==> src/rtl/pwt_pkg.sv <==
// ----------------------------------------------------------------------------
// pwt_pkg
// Shared types, register indexes, reset values and the CORDIC arctangent
// table for the pixel to world transform.
// ----------------------------------------------------------------------------
package pwt_pkg;

    localparam int ANGLE_BITS_DEF = 16;
    localparam int CORDIC_MAX     = 24;
    localparam int CORDIC_W       = 34;
    localparam int CFG_INDEX_W    = 4;

    localparam logic [CFG_INDEX_W-1:0] REG_MPP          = 4'd0;
    localparam logic [CFG_INDEX_W-1:0] REG_ORIGIN_X     = 4'd1;
    localparam logic [CFG_INDEX_W-1:0] REG_ORIGIN_Y     = 4'd2;
    localparam logic [CFG_INDEX_W-1:0] REG_IMAGE_HEIGHT = 4'd3;

    localparam logic [15:0] MPP_RESET    = 16'd328;
    localparam logic [12:0] HEIGHT_RESET = 13'd480;
    localparam logic [15:0] QUARTER_TURN = 16'h4000;

    localparam logic signed [CORDIC_W-1:0] CORDIC_GAIN = 34'sd652032874;
    localparam logic signed [31:0] ONE_Q30     = 32'sd1073741824;
    localparam logic signed [31:0] NEG_ONE_Q30 = -32'sd1073741824;

    typedef struct packed {
        logic signed [31:0] cos_v;
        logic signed [31:0] sin_v;
    } trig_t;

    // arctangent of 2^-i in units of 2^-32 turn
    function automatic logic [29:0] atan_turn(input int i);
        logic [29:0] r;
        case (i)
            0:       r = 30'd536870912;
            1:       r = 30'd316933405;
            2:       r = 30'd167458907;
            3:       r = 30'd85004756;
            4:       r = 30'd42667331;
            5:       r = 30'd21354465;
            6:       r = 30'd10679838;
            7:       r = 30'd5340245;
            8:       r = 30'd2670163;
            9:       r = 30'd1335086;
            10:      r = 30'd667544;
            11:      r = 30'd333772;
            12:      r = 30'd166886;
            13:      r = 30'd83443;
            14:      r = 30'd41721;
            15:      r = 30'd20860;
            16:      r = 30'd10430;
            17:      r = 30'd5215;
            18:      r = 30'd2607;
            19:      r = 30'd1303;
            20:      r = 30'd651;
            21:      r = 30'd325;
            22:      r = 30'd162;
            23:      r = 30'd81;
            default: r = 30'd0;
        endcase
        return r;
    endfunction

endpackage

==> src/rtl/pwt_cordic.sv <==
// ----------------------------------------------------------------------------
// pwt_cordic
// Pipelined rotation-mode CORDIC: one micro-rotation per stage, half-turn
// fold ahead of the array, sign restore and unit clamp at the end.
// The angle is registered ahead of the array and the clamped result behind it.
// ----------------------------------------------------------------------------
module pwt_cordic #(
    parameter int ITER = pwt_pkg::ANGLE_BITS_DEF
) (
    input  logic          clk,
    input  logic          adv,
    input  logic [15:0]   yaw,
    output pwt_pkg::trig_t trig
);

    localparam int N = (ITER < pwt_pkg::CORDIC_MAX) ? ITER : pwt_pkg::CORDIC_MAX;
    localparam int W = pwt_pkg::CORDIC_W;

    logic signed [W-1:0] x_reg [0:N];
    logic signed [W-1:0] y_reg [0:N];
    logic signed [W-1:0] z_reg [0:N];
    logic                flip_reg [0:N];
    pwt_pkg::trig_t      trig_reg;
    pwt_pkg::trig_t      trig_next;

    logic                flip_in;
    logic [15:0]         phase_in;
    logic signed [W-1:0] x_fin;
    logic signed [W-1:0] y_fin;

    assign flip_in  = yaw[15] ^ yaw[14];
    assign phase_in = yaw ^ {flip_in, 15'b0};

    always_ff @(posedge clk)
    begin
        if (adv)
        begin
            x_reg[0]    <= pwt_pkg::CORDIC_GAIN;
            y_reg[0]    <= '0;
            z_reg[0]    <= $signed({{(W-32){phase_in[15]}}, phase_in, 16'b0});
            flip_reg[0] <= flip_in;
        end
    end

    for (genvar g = 0; g < N; g++)
    begin : g_stage
        localparam logic [W-1:0] ATAN = {{(W-30){1'b0}}, pwt_pkg::atan_turn(g)};
        logic signed [W-1:0] dx;
        logic signed [W-1:0] dy;
        logic signed [W-1:0] x_next;
        logic signed [W-1:0] y_next;
        logic signed [W-1:0] z_next;

        always_comb
        begin
            dx = y_reg[g] >>> g;
            dy = x_reg[g] >>> g;
            if (!z_reg[g][W-1])
            begin
                x_next = x_reg[g] - dx;
                y_next = y_reg[g] + dy;
                z_next = z_reg[g] - $signed(ATAN);
            end
            else
            begin
                x_next = x_reg[g] + dx;
                y_next = y_reg[g] - dy;
                z_next = z_reg[g] + $signed(ATAN);
            end
        end

        always_ff @(posedge clk)
        begin
            if (adv)
            begin
                x_reg[g+1]    <= x_next;
                y_reg[g+1]    <= y_next;
                z_reg[g+1]    <= z_next;
                flip_reg[g+1] <= flip_reg[g];
            end
        end
    end

    always_comb
    begin
        x_fin = flip_reg[N] ? -x_reg[N] : x_reg[N];
        y_fin = flip_reg[N] ? -y_reg[N] : y_reg[N];
        if (x_fin > $signed({{(W-32){1'b0}}, pwt_pkg::ONE_Q30}))
            trig_next.cos_v = pwt_pkg::ONE_Q30;
        else if (x_fin < $signed({{(W-32){1'b1}}, pwt_pkg::NEG_ONE_Q30}))
            trig_next.cos_v = pwt_pkg::NEG_ONE_Q30;
        else
            trig_next.cos_v = x_fin[31:0];
        if (y_fin > $signed({{(W-32){1'b0}}, pwt_pkg::ONE_Q30}))
            trig_next.sin_v = pwt_pkg::ONE_Q30;
        else if (y_fin < $signed({{(W-32){1'b1}}, pwt_pkg::NEG_ONE_Q30}))
            trig_next.sin_v = pwt_pkg::NEG_ONE_Q30;
        else
            trig_next.sin_v = y_fin[31:0];
    end

    always_ff @(posedge clk)
    begin
        if (adv)
            trig_reg <= trig_next;
    end

    assign trig = trig_reg;

endmodule

==> config.mk <==
export PLATFORM = sky130hd
export DESIGN_NAME = pwt_cordic
export DESIGN_NICKNAME = d
export VERILOG_FILES = /design/src/rtl/pwt_pkg.sv /design/src/rtl/pwt_cordic.sv
export SDC_FILE = /design/constraint.sdc
export NUM_CORES = 2
export LEC_CHECK = 0
export BUFFER_PORTS_ARGS = -buffer_cell sky130_fd_sc_hd__buf_2
export CAP_MARGIN = 5
export CORE_MARGIN = 2
export CORE_UTILIZATION = 58
export CTS_CLUSTER_SIZE = 8
export DETAILED_ROUTE_END_ITERATION = 8
export GPL_ROUTABILITY_DRIVEN = 0
export GPL_TIMING_DRIVEN = 1
export PLACE_DENSITY = 0.78
export SLEW_MARGIN = 30
export SYNTH_ARGS = -nofsm -noshare
export SYNTH_HDL_FRONTEND = slang
export SYNTH_SLANG_ARGS = --single-unit
==> constraint.sdc <==
create_clock -name clk -period 5.9 [get_ports clk]
set_input_delay 1.475 -clock clk [delete_from_list [all_inputs] [get_ports clk]]
set_output_delay 1.475 -clock clk [all_outputs]
set_load 0.1 [all_outputs]
---- After elaboration in Yosys (flattened, before gate mapping) ----
Memory sizes are Yosys's and may differ from the RTL's.
Index checks and enable logic that the tools add are counted.
word-level totals
  word-level logic and storage cells ...... 167
  memory bits (writable) .................. 1751
  input port bits ......................... 18
  bits in registers ....................... 64
  memories kept ........................... 4
  output and inout bits ................... 64
memories
  name      words  width  read ports  clocked after memory_dff  write ports  line              text
  x_reg     17     34     17          0                         17           pwt_cordic.sv:19  logic signed [W-1:0] x_reg [0:N];
  y_reg     17     34     17          0                         17           pwt_cordic.sv:20  logic signed [W-1:0] y_reg [0:N];
  z_reg     17     34     16          0                         17           pwt_cordic.sv:21  logic signed [W-1:0] z_reg [0:N];
  flip_reg  17     1      17          0                         17           pwt_cordic.sv:22  logic flip_reg [0:N];
operators by class
  bitwise gates (word level) .............. 2
  reductions and logical operators ........ 2
  magnitude comparators ................... 4
  add/sub/neg operators ................... 97
  mux-type cells .......................... 54
operators by type and width
  operator                number
  $mux W34                50
  $add A34 B19 Y34        2
  $add A34 B20 Y34        2
  $add A34 B21 Y34        2
  $add A34 B22 Y34        2
  $add A34 B23 Y34        2
  $add A34 B24 Y34        2
  $add A34 B25 Y34        2
  $add A34 B26 Y34        2
  $add A34 B27 Y34        2
  $add A34 B28 Y34        2
  $add A34 B29 Y34        2
  $add A34 B30 Y34        2
  $add A34 B31 Y34        2
  $add A34 B32 Y34        2
  $add A34 B33 Y34        2
  $gt A34 B32 Y1 const B  2
  $lt A34 B31 Y1 const B  2
  $neg A34 Y34            2
  $sub A34 B19 Y34        2
  $sub A34 B20 Y34        2
  $sub A34 B21 Y34        2
  $sub A34 B22 Y34        2
  $sub A34 B23 Y34        2
  49 further kinds        63

---- Depth between registers and ports, before layout ----
  depth after elaboration ................. 4
  gate-level depth with buffers ........... 22
  mapped depth without buffers ............ 22

---- Worst setup path before layout ----
No wires, ideal clock.
  path kind ............................... register -> register
  start ................................... mem z_reg[0][237] in the netlist's numbering
  end ..................................... mem x_reg[7][31] in the netlist's numbering, data pin
  required time ........................... 5.636 ns
  arrival ................................. 4.406 ns
  buffers on the path ..................... 1
  slack ................................... 1.230 ns
  library setup time ...................... 0.264 ns
  clock period less this slack ............ 4.670 ns
  cell stages (with the launch flop) ...... 16
  cell sequence ........................... edfxtp_1 > clkbuf_1 > clkinv_1 > o21ai_0 > xnor2_1 > ha_1 > o21a_1 > o21a_1 > a2111oi_0 > o21ai_0 > a21oi_1 > o21ai_0 > a31oi_1 > o21bai_1 > a221oi_1 > xnor2_1
RTL lines
  what         line
  from (decl)  pwt_cordic.sv:21
  to (decl)    pwt_cordic.sv:19

==> reports/metrics.yaml <==
slew_viol_final: 0
coreArea_um2: 217000
yosys-top-cells-area: "edfxtp_1, ha_1, xnor2_1"
yosys.area.top_type: "edfxtp_1"
antenna_found_initial: 4
ys_seq_elements: 1524
setup_viol: 0
skew_ps: 51.7
relSlewSlack_pct: 35.5
hold_viol_final: 0
clock_sinks: 1524
rsz0062_at_grt: "no"
netlist_top_cells_count: "edfxtp_1, ha_1, a21oi_1, nor2_1, xnor2_1"
yosys_most_used_dff: "edfxtp_1"
cts_made_buffers: 211
grt_pass1_vias: 101000
yosysSeqAreaShare_pct: 36.1
wl_per_cell_um: 19.5
routed.top_layer: "met5"
route.detailed.drc: 1
synth_area_per_cell_um2: 9.57
wl_um: 319000
min_period_ps: 5480
cts_max_level: 4
maxCapViolations: 0
yosys_warnings: 0
grt-ovfl-total: 0
synth_top_area_share_pct: 36.1
final_layout_size_suffix_gt1_share_pct: 4.40
drt.antenna.violating_nets: 0
area_growth_pct: 7.64
vias: 104000
synthDistinctLibCells: 95
initial_utilization_pct: 58.4
dieArea_um2: 223000
violations: "DRC"
cp_cell_sequence: "inv_1, ha_1, nor2b_1, nand2_1, nor4_1, nand2_1, or4_1, nor2_1, a21oi_1, xnor2_1, ha_1, a2111oi_0, o21ai_0, o21ai_0, o21ai_0, a21o_1, a31oi_1, o2111ai_1, a21o_1, a21oi_1, xnor2_1"
vias_per_cell: 6.35
setup_tns_ps: 0
grtUsageTotal_pct: 27.6
cp.required_ps: 6500
wl_met3_um: 19200
clock_path_buffers: 3
yosysMostFrequentCell: "edfxtp_1"
crit_arrival_ps: 6070
worstMarginPinSlew_ps: 961
clock-root-buffer: "clkbuf_16"
fp.dieH_um: 472
synthesis.area_um2: 127000
crit_type: "reg -> reg"
firstDrtPassIters: 9
largest_register_ffs: 511
crit_fanout: 6
async_flop_share_pct: 0
cp_slowest_cell: "or4_1"
period_share_pct: 92.8
drt_iter0_drc: 8396
status: "finished with violations"
cts_tree: "done"
rows: 171
synth_edf_count: 1524
io_pins: 82
die_w_um: 472
cpMostUsedCell: "o21ai_0"
synth_nets: 14700
max_freq_ghz: 0.183
grt_pass1_wl_um: 510000
io_buffer_count: 81
syn_inst: 13300
critPathCaptureType: "register"
critPathMaxStageDelay_ps: 510
cp-start-kind: "register"
grt_max_degree: 172
nNetsFinal: 14900
clkLatencyLatePin_ps: 870
wl_met2_um: 158000
hpwl_um: 246000
clk_pin_slew_ps: 50
wl_met1_um: 125000
hp-class: "reg -> reg"
==> worst max-delay path: cells and delay by family, from the launching register on <==
family                     cells  cell delay (ps)
adders and majority gates      2              540
and+or+nand+nor                6             1750
DFF                            1              450
xor gates and xnor gates       2              270
AOI/OAI and AO/OA             10             2120
buffers and inverters          1              110
==> cell usage in the layout (no fill, tap or decap), types with 117 or more instances in the layout <==
cell type	n
a21oi_1	1367
a211oi_1	147
nand2b_1	189
ha_1	1380
and3_1	120
xnor2_1	1154
nor3_1	387
a31oi_1	145
inv_1	580
clkbuf_16	213
o21ai_0	580
a21o_1	626
xor2_1	656
edfxtp_1	1524
nor2b_1	161
nand3_1	229
nand2_1	690
o21bai_1	150
o21a_1	243
nor2_1	1237
nand4_1	117
==> worst paths after layout <==
kind / from / end / slack, ps / cells after the start
worst max-delay path: x_reg[6][6] / y_reg[0][271] / 420 / 21
worst min-delay path: z_reg[0][20] / z_reg[0][54] / 410 / 0
worst max register to register: x_reg[6][6] / y_reg[0][271] / 420 / 21
worst min register to register: z_reg[0][20] / z_reg[0][54] / 410 / 0
==> metal layers <==
layer	global-route usage [%]	up-vias
li1	-	49600
met1	32.6	49000
met2	49.3	3935
met3	3.72	1058
met4	13.6	4
met5	0	-
==> logic make-up after synthesis <==
group / share of synthesized area, %
multiplexers: 1.11
XOR/XNOR: 12.5
flip-flops: 36.1
AO/OA/AOI/OAI: 19.8
buffers and inverters: 2.34
AND/OR/NAND/NOR: 14.0
adder cells (fa/ha/maj): 14.3
==> per-stage QoR <==
stage	instance area (µm²)	setup slack, ps	utilization (%)	std cells	hold WS (ps)
finish	137000	423	62.9	16300	415
global route	137000	43.3	62.9	16300	418
CTS	137000	535	62.8	16300	412
detailed placement	131000	547	60.2	16100	405
global placement	131000	603	60.2	16100	401
floorplan	127000	1230	-	13300	400
==> area by class of cell <==
class                      instances  area (µm²)
inverter                         584        2190
antenna                            1        2.50
tap                             2854        3570
sequential                      1524       45800
clock buffer                     221        5360
multi-input combinational      11000       78300
timing repair buffer             159        1190
fill                           17100       80700
clock inverter                    19         289
==> repair_timing <==
item,in CTS,in global routing
hold buffers,0,0
setup buffers,0,0
resized for setup,0,2
setup endpoints to repair,0,2
Power is left out: the tool's default activity adds up to more than one toggle a clock period on the data nets, which glitch-free logic cannot reach.
